===== config.mk =====
export PLATFORM = sky130hd
export DESIGN_NAME = multi_voice_wave_synth_flat
export DESIGN_NICKNAME = d
export VERILOG_FILES = /design/src/design/mvws_pkg.sv /design/src/design/mvws_if.sv /design/src/design/multi_voice_wave_synth.sv /design/src/design/mvws_wave.sv /design/src/flat_wrapper.sv
export SDC_FILE = /design/constraint.sdc
export NUM_CORES = 2
export LEC_CHECK = 0
export BUFFER_PORTS_ARGS = -buffer_cell sky130_fd_sc_hd__buf_2
export CAP_MARGIN = 20
export CORE_MARGIN = 4
export CORE_UTILIZATION = 40
export DETAILED_ROUTE_END_ITERATION = 16
export SLEW_MARGIN = 30
export SYNTH_ARGS = -nofsm -noshare
export SYNTH_HDL_FRONTEND = slang
export SYNTH_HIERARCHICAL = 1
export SYNTH_SLANG_ARGS = --single-unit

===== constraint.sdc =====
create_clock -name clk -period 8.05 [get_ports clk]
set_clock_uncertainty 0.15 [all_clocks]
set_input_delay 1.61 -clock clk [delete_from_list [all_inputs] [get_ports clk]]
set_output_delay 1.61 -clock clk [all_outputs]
set_load 0.03 [all_outputs]

===== src/design/mvws_pkg.sv =====
// Shared constants, codes, types and helpers for the multi-voice wave synthesizer.
// No dependencies; every other design file imports this package.
package mvws_pkg;

	localparam int VOICES       = 8;
	localparam int SINE_ENTRIES = 256;   // power of two
	localparam int PHASE_BITS   = 24;

	localparam int SINE_BITS = $clog2(SINE_ENTRIES);
	localparam int VIDX_W    = (VOICES > 1) ? $clog2(VOICES) : 1;
	localparam int SCALED_W  = 15;
	localparam int SUM_W     = 14 + $clog2(VOICES + 1);
	localparam int SAMPLE_W  = 17;

	localparam logic [15:0] LFSR_SEED = 16'hACE1;
	localparam logic [15:0] LFSR_TAPS = 16'hB400;

	// 0.2 in Q1.15 with round-half-up on the product
	localparam int GAIN_Q15  = 6554;
	localparam int SCALE_RND = 16384;

	// sine polynomial coefficients, Q14
	localparam int SIN_C1 = 25736;
	localparam int SIN_C2 = 10512;
	localparam int SIN_C3 = 1160;
	localparam int QTR_TURN = 16384;

	localparam int SAMPLE_MAX = 65535;
	localparam int SAMPLE_MIN = -65536;

	typedef enum logic [1:0] {
		OP_TICK = 2'd0,
		OP_SET  = 2'd1,
		OP_STOP = 2'd2
	} opcode_t;

	typedef enum logic [2:0] {
		WAVE_SINE     = 3'd0,
		WAVE_SQUARE   = 3'd1,
		WAVE_TRIANGLE = 3'd2,
		WAVE_SAW      = 3'd3,
		WAVE_NOISE    = 3'd4
	} wave_t;

	// one voice visit handed from the memory stage to the wave datapath
	typedef struct packed {
		logic                  valid;
		logic                  on;
		logic [2:0]            wave;
		logic [PHASE_BITS-1:0] phase;
	} voice_in_t;

	typedef struct packed {
		logic                       valid;
		logic signed [SCALED_W-1:0] scaled;
	} wave_out_t;

	// 0.24 step aligned to PHASE_BITS fraction bits, low bits dropped
	function automatic logic [PHASE_BITS-1:0] align_step(input logic [23:0] step);
		logic [55:0] w;
		w = {step, 32'b0};
		return PHASE_BITS'(w >> (56 - PHASE_BITS));
	endfunction

endpackage


===== src/design/mvws_if.sv =====
// Valid/ready channel interfaces for the synthesizer: command words in, sample words out.
// Depends on mvws_pkg for field widths.
interface mvws_cmd_if
	import mvws_pkg::*;
	();
	logic        valid;
	logic        ready;
	logic [1:0]  opcode;
	logic [2:0]  voice_index;
	logic [23:0] phase_step;
	logic [2:0]  waveform;

	modport source (output valid, opcode, voice_index, phase_step, waveform, input ready);
	modport sink   (input valid, opcode, voice_index, phase_step, waveform, output ready);
endinterface

interface mvws_smp_if
	import mvws_pkg::*;
	();
	logic                       valid;
	logic                       ready;
	logic signed [SAMPLE_W-1:0] mixed_sample;

	modport source (output valid, mixed_sample, input ready);
	modport sink   (input valid, mixed_sample, output ready);
endinterface


===== src/design/multi_voice_wave_synth.sv =====
// Top level of the multi-voice wave synthesizer: voice memories, sequencer, mixer.
// Depends on mvws_pkg, mvws_cmd_if/mvws_smp_if and mvws_wave.
//
// Usage
//   cmd (sink):  one command word per handshake. opcode tick produces one sample;
//                set loads step and waveform of voice_index and turns it on (the
//                phase is kept); stop turns it off. Set and stop to a voice index
//                not below VOICES, and the unused opcode, are dropped silently.
//   smp (source): one mixed_sample word per tick, signed, Q1.15 per voice,
//                 saturated to 17 bits.
// Timing
//   Set and stop do not leave IDLE; cmd.ready stays high for them.
//   A tick reads one voice per cycle from the voice memories: one read port
//   visit per voice, then the six-stage wave datapath and the accumulator.
//   cmd.ready stays low for the whole tick.
// Reset
//   All voices off, phases zero, noise LFSR at its seed, no sample pending.
// Backpressure
//   The sample sits in an output register. New set/stop words are taken while it
//   waits; a following tick runs and then holds its sum until smp drains.
module multi_voice_wave_synth
	import mvws_pkg::*;
(
	input  logic              clk,
	input  logic              arst_n,
	mvws_cmd_if.sink          cmd,
	mvws_smp_if.source        smp
);

	typedef enum logic [1:0] {
		ST_IDLE,
		ST_RUN,
		ST_DRAIN,
		ST_DONE
	} state_t;

	state_t                     state_q;
	logic [VIDX_W-1:0]          cnt_q;
	logic signed [SUM_W-1:0]    acc_q;
	logic                       out_valid_q;
	logic signed [SAMPLE_W-1:0] out_sample_q;

	// voice memories: phase per voice, step+waveform per voice
	logic [PHASE_BITS-1:0]      phase_mem [VOICES];
	logic [PHASE_BITS+2:0]      cfg_mem   [VOICES];
	logic [VOICES-1:0]          pvld_q;   // phase entry written since reset
	logic [VOICES-1:0]          on_q;

	// read stage
	logic                       rd_v_s1;
	logic [VIDX_W-1:0]          idx_s1;
	logic                       on_s1;
	logic                       pvld_s1;
	logic [PHASE_BITS-1:0]      phase_s1;
	logic [PHASE_BITS+2:0]      cfg_s1;
	logic [PHASE_BITS-1:0]      cur_phase;
	logic                       ph_we;

	// command decode
	logic                       cmd_fire;
	logic                       cmd_vok;
	logic [VIDX_W-1:0]          cmd_idx;
	logic                       cfg_we;
	logic                       stop_we;

	voice_in_t                  vin;
	wave_out_t                  wout;
	logic                       wv_busy;
	logic signed [31:0]         acc_ext;

	assign cmd.ready = (state_q == ST_IDLE);
	assign cmd_fire  = cmd.valid && cmd.ready;
	assign cmd_vok   = (32'(cmd.voice_index) < VOICES);
	assign cmd_idx   = VIDX_W'(cmd.voice_index);
	assign cfg_we    = cmd_fire && cmd_vok && (cmd.opcode == OP_SET);
	assign stop_we   = cmd_fire && cmd_vok && (cmd.opcode == OP_STOP);

	// unwritten phase entries read as zero
	assign cur_phase = pvld_s1 ? phase_s1 : '0;
	assign ph_we     = rd_v_s1 && on_s1;

	// memories: read in RUN, phase written back in the cycle after the read (never the same entry)
	always_ff @(posedge clk) begin
		if (cfg_we) begin
			cfg_mem[cmd_idx] <= {align_step(cmd.phase_step), cmd.waveform};
		end
		if (ph_we) begin
			phase_mem[idx_s1] <= cur_phase + cfg_s1[PHASE_BITS+2:3];
		end
		phase_s1 <= phase_mem[cnt_q];
		cfg_s1   <= cfg_mem[cnt_q];
		idx_s1   <= cnt_q;
		on_s1    <= on_q[cnt_q];
		pvld_s1  <= pvld_q[cnt_q];
	end

	always_ff @(posedge clk or negedge arst_n) begin
		if (!arst_n) begin
			on_q    <= '0;
			pvld_q  <= '0;
			rd_v_s1 <= 1'b0;
		end else begin
			rd_v_s1 <= (state_q == ST_RUN);
			if (cfg_we) begin
				on_q[cmd_idx] <= 1'b1;
			end
			if (stop_we) begin
				on_q[cmd_idx] <= 1'b0;
			end
			if (ph_we) begin
				pvld_q[idx_s1] <= 1'b1;
			end
		end
	end

	assign vin.valid = rd_v_s1;
	assign vin.on    = on_s1;
	assign vin.wave  = cfg_s1[2:0];
	assign vin.phase = cur_phase;

	mvws_wave u_wave (
		.clk    (clk),
		.arst_n (arst_n),
		.vin    (vin),
		.wout   (wout),
		.busy   (wv_busy)
	);

	assign acc_ext = 32'(acc_q);

	// sequencer, accumulator and output register
	always_ff @(posedge clk or negedge arst_n) begin
		if (!arst_n) begin
			state_q      <= ST_IDLE;
			cnt_q        <= '0;
			acc_q        <= '0;
			out_valid_q  <= 1'b0;
			out_sample_q <= '0;
		end else begin
			// DONE reloads the output register itself
			if (smp.ready && (state_q != ST_DONE)) begin
				out_valid_q <= 1'b0;
			end
			if (wout.valid) begin
				acc_q <= acc_q + SUM_W'(wout.scaled);
			end
			unique case (state_q)
				ST_IDLE: begin
					if (cmd_fire && (cmd.opcode == OP_TICK)) begin
						cnt_q   <= '0;
						acc_q   <= '0;
						state_q <= ST_RUN;
					end
				end
				ST_RUN: begin
					if (cnt_q == VIDX_W'(VOICES - 1)) begin
						cnt_q   <= '0;
						state_q <= ST_DRAIN;
					end else begin
						cnt_q <= cnt_q + 1'b1;
					end
				end
				ST_DRAIN: begin
					if (!rd_v_s1 && !wv_busy) begin
						state_q <= ST_DONE;
					end
				end
				ST_DONE: begin
					if (!out_valid_q || smp.ready) begin
						out_valid_q <= 1'b1;
						if (acc_ext > 32'sd65535) begin
							out_sample_q <= SAMPLE_W'(SAMPLE_MAX);
						end else if (acc_ext < -32'sd65536) begin
							out_sample_q <= SAMPLE_W'(SAMPLE_MIN);
						end else begin
							out_sample_q <= SAMPLE_W'(acc_ext);
						end
						state_q <= ST_IDLE;
					end
				end
				default: state_q <= ST_IDLE;
			endcase
		end
	end

	assign smp.valid        = out_valid_q;
	assign smp.mixed_sample = out_sample_q;

	// a new sample word only comes out of the DONE step
	a_out_from_done: assert property (@(posedge clk) disable iff (!arst_n)
		$rose(out_valid_q) |-> $past(state_q == ST_DONE))
		else $error("sample word raised outside DONE");

	// voice configuration never changes while a tick walks the memories
	a_no_cfg_in_tick: assert property (@(posedge clk) disable iff (!arst_n)
		(state_q != ST_IDLE) |-> !cfg_we && !stop_we)
		else $error("voice config written during a tick");

	// a tick starts from an empty accumulator
	a_acc_clear: assert property (@(posedge clk) disable iff (!arst_n)
		(cmd_fire && (cmd.opcode == OP_TICK)) |=> (acc_q == '0))
		else $error("accumulator not cleared at tick start");

	// wave results only arrive while a tick is in flight
	a_wave_in_tick: assert property (@(posedge clk) disable iff (!arst_n)
		wout.valid |-> (state_q == ST_RUN || state_q == ST_DRAIN))
		else $error("wave result outside a tick");

endmodule


===== src/design/mvws_wave.sv =====
// Wave datapath: turns one voice visit (phase, waveform, on) into a scaled Q1.15 value.
// Six register stages; holds the shared noise LFSR. Depends on mvws_pkg.
module mvws_wave
	import mvws_pkg::*;
(
	input  logic      clk,
	input  logic      arst_n,
	input  voice_in_t vin,
	output wave_out_t wout,
	output logic      busy
);

	// ---- stage 1: decode phase, simple waves, noise ----
	logic [15:0]          lfsr_q;
	logic [15:0]          lfsr_nxt;
	logic                 noise_adv;
	logic [15:0]          t_c;
	logic [1:0]           quad_c;
	logic [14:0]          x_c;
	logic [PHASE_BITS+15:0] saw_w;
	logic [PHASE_BITS:0]  two_c;
	logic [PHASE_BITS:0]  dist_c;
	logic [PHASE_BITS+16:0] tri_w;
	logic [16:0]          tri_b;
	logic signed [15:0]   other_c;
	logic                 sine_c;

	always_comb begin
		lfsr_nxt = {1'b0, lfsr_q[15:1]};
		if (lfsr_q[0]) begin
			lfsr_nxt = lfsr_nxt ^ LFSR_TAPS;
		end
	end

	assign noise_adv = vin.valid && vin.on && (vin.wave == WAVE_NOISE);

	always_comb begin
		t_c    = 16'({vin.phase[PHASE_BITS-1 -: SINE_BITS], 16'b0} >> SINE_BITS);
		quad_c = t_c[15:14];
		x_c    = quad_c[0] ? 15'(QTR_TURN - int'(t_c[13:0])) : {1'b0, t_c[13:0]};

		saw_w  = {vin.phase, 16'b0};
		two_c  = {vin.phase, 1'b0};
		dist_c = vin.phase[PHASE_BITS-1] ? (two_c - {1'b1, {PHASE_BITS{1'b0}}})
		                                 : ({1'b1, {PHASE_BITS{1'b0}}} - two_c);
		tri_w  = {dist_c, 16'b0};
		tri_b  = tri_w[PHASE_BITS+16:PHASE_BITS];

		sine_c  = 1'b0;
		other_c = '0;
		if (vin.on) begin
			unique case (vin.wave)
				WAVE_SINE:     sine_c = 1'b1;
				WAVE_SQUARE:   other_c = vin.phase[PHASE_BITS-1] ? -16'sd32768 : 16'sd32767;
				WAVE_TRIANGLE: other_c = tri_b[16] ? 16'sd32767 : {~tri_b[15], tri_b[14:0]};
				WAVE_SAW: begin
					other_c = {~saw_w[PHASE_BITS+15], saw_w[PHASE_BITS+14 -: 15]};
				end
				WAVE_NOISE:    other_c = {~lfsr_nxt[15], lfsr_nxt[14:0]};
				default:       other_c = '0;
			endcase
		end
	end

	// ---- stage registers ----
	logic               v_s2, v_s3, v_s4, v_s5, v_s6, v_s7;
	logic               sine_s2, sine_s3, sine_s4, sine_s5;
	logic               neg_s2, neg_s3, neg_s4, neg_s5;
	logic signed [15:0] oth_s2, oth_s3, oth_s4, oth_s5;
	logic [14:0]        x_s2, x_s3, x_s4, x_s5;
	logic [14:0]        x2_s3, x2_s4;
	logic [13:0]        inner_s4;
	logic [14:0]        mid_s5;
	logic signed [15:0] val_s6;
	logic signed [SCALED_W-1:0] scaled_s7;

	logic [29:0]        xx_c;
	logic [25:0]        c3_c;
	logic [28:0]        mx_c;
	logic [29:0]        y_c;
	logic [16:0]        y2_c;
	logic [15:0]        ysat_c;
	logic signed [15:0] val_c;
	logic signed [30:0] prod_c;

	always_comb begin
		xx_c   = 30'(x_s2) * 30'(x_s2);
		c3_c   = 26'(x2_s3) * 26'(SIN_C3);
		mx_c   = 29'(x2_s4) * 29'(inner_s4);
		y_c    = 30'(x_s5) * 30'(mid_s5);
		y2_c   = {16'(y_c >> 14), 1'b0};
		ysat_c = (y2_c > 17'd32767) ? 16'd32767 : y2_c[15:0];
		val_c  = sine_s5 ? (neg_s5 ? -$signed(ysat_c) : $signed(ysat_c)) : oth_s5;
		prod_c = 31'(val_s6) * 31'(GAIN_Q15);
	end

	always_ff @(posedge clk or negedge arst_n) begin
		if (!arst_n) begin
			lfsr_q <= LFSR_SEED;
			v_s2   <= 1'b0;
			v_s3   <= 1'b0;
			v_s4   <= 1'b0;
			v_s5   <= 1'b0;
			v_s6   <= 1'b0;
			v_s7   <= 1'b0;
		end else begin
			if (noise_adv) begin
				lfsr_q <= lfsr_nxt;
			end
			v_s2 <= vin.valid;
			v_s3 <= v_s2;
			v_s4 <= v_s3;
			v_s5 <= v_s4;
			v_s6 <= v_s5;
			v_s7 <= v_s6;
		end
	end

	always_ff @(posedge clk) begin
		sine_s2 <= sine_c;
		neg_s2  <= quad_c[1];
		oth_s2  <= other_c;
		x_s2    <= x_c;

		sine_s3 <= sine_s2;
		neg_s3  <= neg_s2;
		oth_s3  <= oth_s2;
		x_s3    <= x_s2;
		x2_s3   <= 15'(xx_c >> 14);

		sine_s4  <= sine_s3;
		neg_s4   <= neg_s3;
		oth_s4   <= oth_s3;
		x_s4     <= x_s3;
		x2_s4    <= x2_s3;
		inner_s4 <= 14'(26'(SIN_C2) - (c3_c >> 14));

		sine_s5 <= sine_s4;
		neg_s5  <= neg_s4;
		oth_s5  <= oth_s4;
		x_s5    <= x_s4;
		mid_s5  <= 15'(29'(SIN_C1) - (mx_c >> 14));

		val_s6    <= val_c;
		scaled_s7 <= SCALED_W'((prod_c + 31'(SCALE_RND)) >>> 15);
	end

	assign wout.valid  = v_s7;
	assign wout.scaled = scaled_s7;
	assign busy        = v_s2 | v_s3 | v_s4 | v_s5 | v_s6 | v_s7;

endmodule

===== src/flat_wrapper.sv =====
// flat-port wrapper written by rule: the top's interface ports become plain ports
module multi_voice_wave_synth_flat import mvws_pkg::*;
  (clk, arst_n, cmd_valid, cmd_opcode, cmd_voice_index, cmd_phase_step, cmd_waveform, cmd_ready, smp_valid, smp_mixed_sample, smp_ready);
  mvws_cmd_if cmd_i ();
  mvws_smp_if smp_i ();
  input  logic clk;
  input  logic arst_n;
  input wire logic [$bits(cmd_i.valid)-1:0] cmd_valid;
  input wire logic [$bits(cmd_i.opcode)-1:0] cmd_opcode;
  input wire logic [$bits(cmd_i.voice_index)-1:0] cmd_voice_index;
  input wire logic [$bits(cmd_i.phase_step)-1:0] cmd_phase_step;
  input wire logic [$bits(cmd_i.waveform)-1:0] cmd_waveform;
  output wire logic [$bits(cmd_i.ready)-1:0] cmd_ready;
  output wire logic [$bits(smp_i.valid)-1:0] smp_valid;
  output wire logic [$bits(smp_i.mixed_sample)-1:0] smp_mixed_sample;
  input wire logic [$bits(smp_i.ready)-1:0] smp_ready;
  assign cmd_i.valid = cmd_valid;
  assign cmd_i.opcode = cmd_opcode;
  assign cmd_i.voice_index = cmd_voice_index;
  assign cmd_i.phase_step = cmd_phase_step;
  assign cmd_i.waveform = cmd_waveform;
  assign cmd_ready = cmd_i.ready;
  assign smp_valid = smp_i.valid;
  assign smp_mixed_sample = smp_i.mixed_sample;
  assign smp_i.ready = smp_ready;
  multi_voice_wave_synth u_core (.clk(clk), .arst_n(arst_n), .cmd(cmd_i), .smp(smp_i));
endmodule

==> metrics.md <==
| Metric | Value |
|---|---|
| Number of flops mapped to enable cells by yosys | 408 |
| Pwr Total | 0.0196 W |
| Clock Latency Late Sink | 0.64 ns |
| # H-tree levels | 3 |
| Crit. End Element | flip-flop |
| Sum Neg Setup Slack | 0 ns |
| Final Hold Vio Count | 0 |
| Delay of the slowest critical-path stage | 0.54 ns |
| Slew headroom | 38.9% |
| WP data arrival | 7.80 ns |
| Root Driver | clkbuf_16 |
| Min cycle time layout | 7.48 ns |
| Worst setup SP type | flip-flop |
| Core area | 109,000 µm² |
| First-pass GRT wire length | 148,000 µm |
| Vert. Die Dim | 339 µm |
| Asr flop ratio synth | 11.0% |
| Grt ovf | 0 |
| Hold Path End | u_core/u_wave/oth_s4[15]$_DFF_P_ |
| Port Buffers | 54 |
| CP required | 8.38 ns |
| Mapped Cells | 3,640 |
| Cell variety after synth | 107 |
| Layout cells sized above 1 | 13.5% |
| Hold buffers post-CTS | 0 |
| GRT Total Usage | 15.9% |
| Dpl hpwl | 65,200 µm |
| Final Cycle Share | 92.9% |
| HP Start | u_core/u_wave/oth_s3[15]$_DFF_P_ |
| Initial DRC Count | 1,460 |
| Fillers | 9,996 |
| Most frequent cells in the layout | inv_1, edfxtp_1, ha_1 |
| Detailed Routing Iterations Pass 1 | 5 |
| Seq/Total Area, Yosys | 43.3% |
| Cell Area, Synth | 43,900 µm² |
| Initial antenna violation count | 2 |
| Clk sinks | 726 |
| Syn avg cell area | 12.1 µm² |
| R2r endpoint | u_core/u_wave/mid_s5[14]$_DFF_P_ |
| Register Area | 19,000 µm² |
| Worst-case reg-to-reg path depth | 30 |
| Final core occ | 44.5% |
| Total routed wirelength | 91,200 µm |
| Worst Hold Depth | 0 |
| Max-cap viol count | 0 |
| RSZ-0062 raised after global routing | false |
| DRT antenna net count | 0 |
| Leakage Power | 20.9 nW |
| TritonCTS clock tree | built |
| Via count | 26,796 |
| Synth warn | 6 |
| P&R area growth vs syn | 10.5% |
| Slew Limit Fails | 0 |
| Largest net degree at the start of global routing | 66 |
| Die width | 339 µm |
| Area of the multi-input gates | 22,800 µm² |
| I/O pin count | 55 |
| Top_reg_cell synth | edfxtp_1 |
| Commonest non-fill, non-tap cell in the layout | inv_1 |
| Cell taking the most area after synthesis | edfxtp_1 |
| Max IR drop VDD | 0.256 mV |
| Die ar. | 115,000 µm² |
| Status | completed |
| Top post-synthesis cells by area | edfxtp_1, fa_1, dfxtp_1 |
| Cell Pwr Density | 404 nW/µm² |
| CP max FO | 11 |
| Worst Hold Class | flip-flop to flip-flop |
| Area share of the largest cell type after synthesis | 27.9% |
| Reg-to-reg slack, setup | 0.57 ns |
| Max Freq | 134 MHz |
| Initial Util | 40.3% |
| Highest-delay cell along the critical path | fa_1 |
| Final setup fails | 0 |
| DP Area | 46,000 µm² |
| CTS clock-pin slew for the worst setup and hold paths | 0.06 ns |
| CP Class | flip-flop to flip-flop |
| Final nets | 4,369 |
| DRC Markers | 0 |
| RePlAce Congestion | 0.844 |
| Avg WL per Cell | 17.6 µm |
| Vias in the first global route | 27,089 |
| Total CTS buffers | 76 |
| Most frequent CP cell | inv_1 |
| Via-per-instance ratio | 5.18 |
| Fin area | 48,600 µm² |
| Row count | 121 |
| CTS max path bufs | 3 |
| Syn nets | 4,315 |
| Synthesized flop and latch total | 726 |
| Worst Max-Slew Pin Slew | 0.917 ns |
| Reg2reg start | u_core/u_wave/inner_s4[2]$_DFF_P_ |
metrics by stage:
stage          cells  hold slack, ns  worst slack, ns
3_3_place_gp    5019           0.160            0.483
6_report        5170           0.137            0.572
5_1_grt         5169           0.151           0.0563
3_5_place_dp    5028           0.162            0.426
4_1_cts         5167           0.141            0.354
2_1_floorplan   3640           0.160            0.869
how the worst max path moves through the flow:
stage,startpoint,endpoint,cells after the start
after floorplan,u_core/u_wave/inner_s4[4]$_DFF_P_,u_core/u_wave/mid_s5[14]$_DFF_P_,30
after global placement,u_core/u_wave/inner_s4[2]$_DFF_P_,u_core/u_wave/mid_s5[14]$_DFF_P_,30
after detailed placement,u_core/u_wave/inner_s4[2]$_DFF_P_,u_core/u_wave/mid_s5[14]$_DFF_P_,30
after CTS,u_core/u_wave/inner_s4[2]$_DFF_P_,u_core/u_wave/mid_s5[14]$_DFF_P_,30
after global routing,u_core/u_wave/inner_s4[2]$_DFF_P_,u_core/u_wave/mid_s5[14]$_DFF_P_,30
final,u_core/u_wave/inner_s4[2]$_DFF_P_,u_core/u_wave/mid_s5[14]$_DFF_P_,30
power by group:
group / internal (W) / switching, W
registers: 0.00499 / 0.000723
logic: 0.00441 / 0.00606
clock network: 0.00193 / 0.00148
total: 0.0113 / 0.00826
layer usage:
metal / vias to the layer above / GRT usage, % / wire [µm] / share of wire (%)
li1: 12846 / - / - / -
met1: 13366 / 21.9 / 41700 / 46
met2: 465 / 26.7 / 44400 / 49
met3: 119 / 1.97 / 3150 / 3.5
met4: 0 / 4.15 / 1970 / 2.2
met5: - / 0 / 0 / 0
cells in the mapped netlist (all sizes together), types with 7 or more instances:
cell type  number
a211oi         14
a21boi          7
a21o           55
a21oi         156
a311oi          8
a31oi          33
and2          207
and3           17
and4            9
buf            30
clkbuf        100
dfrtp          72
dfstp           8
dfxtp         238
edfxtp        408
fa            260
ha            379
inv           424
maj3           16
mux2          100
mux2i          20
mux4          106
nand2         250
nand2b         25
nand3          41
nand3b          7
nand4          18
nor2          130
nor2b          14
nor3           40
nor3b          10
nor4           14
o211ai         19
o21a           14
o21ai          88
o21ba           7
o21bai          8
o31ai           7
or2            15
or3            17
xnor2         103
xor2           55
area by class of cell:
cell class | count | area share (%)
multi-input combinational | 2359 | 47.0
inverter | 424 | 3.28
clock inverter | 39 | 0.773
clock buffer | 100 | 4.31
tap | 1414 | 3.64
sequential | 726 | 39.2
timing repair buffer | 107 | 1.76
antenna | 1 | 0.00515
cell families (layout without fill, tap and decap cells):
kind of cell	count (synthesis)	after routing	synth area share (%)
XOR/XNOR	158	158	3.17
buffers and inverters	555	670	4.98
adder cells (fa/ha/maj)	655	655	23.0
other	0	1	0
flip-flops	726	726	43.3
AO/OA/AOI/OAI	490	490	7.39
AND/OR/NAND/NOR	830	830	9.70
multiplexers	226	226	8.46
sequential cells by signal, indices dropped and copies added, names as in the netlist, 15 cells and up:
signal                   flops
u_core/phase_s1             24
u_core/u_wave/oth_s4        16
u_core/u_wave/oth_s5        16
u_core/cfg_s1               27
u_core/phase_mem           192
u_core/u_wave/val_s6        16
u_core/u_wave/oth_s2        16
u_core/u_wave/mid_s5        15
u_core/u_wave/lfsr_q        16
u_core/u_wave/oth_s3        16
u_core/cfg_mem             216
u_core/u_wave/scaled_s7     15
u_core/acc_q                18
u_core/smp.mixed_sample     17
worst max-delay path: cells and delay by family (launching register included):
family	cells	cell delay, ns
buf+inv	8	0.55
compound gates	7	1.81
xor+xnor	2	0.27
simple gates	5	0.68
fa+ha+maj	8	3.47
flops	1	0.42
repair_timing:
item	4_1_cts	5_1_grt
endpoints found under the hold margin	0	0
setup endpoints to repair	0	2
gates resized for setup	0	2
setup buffers	0	1
(Power assumes the default switching activity.)
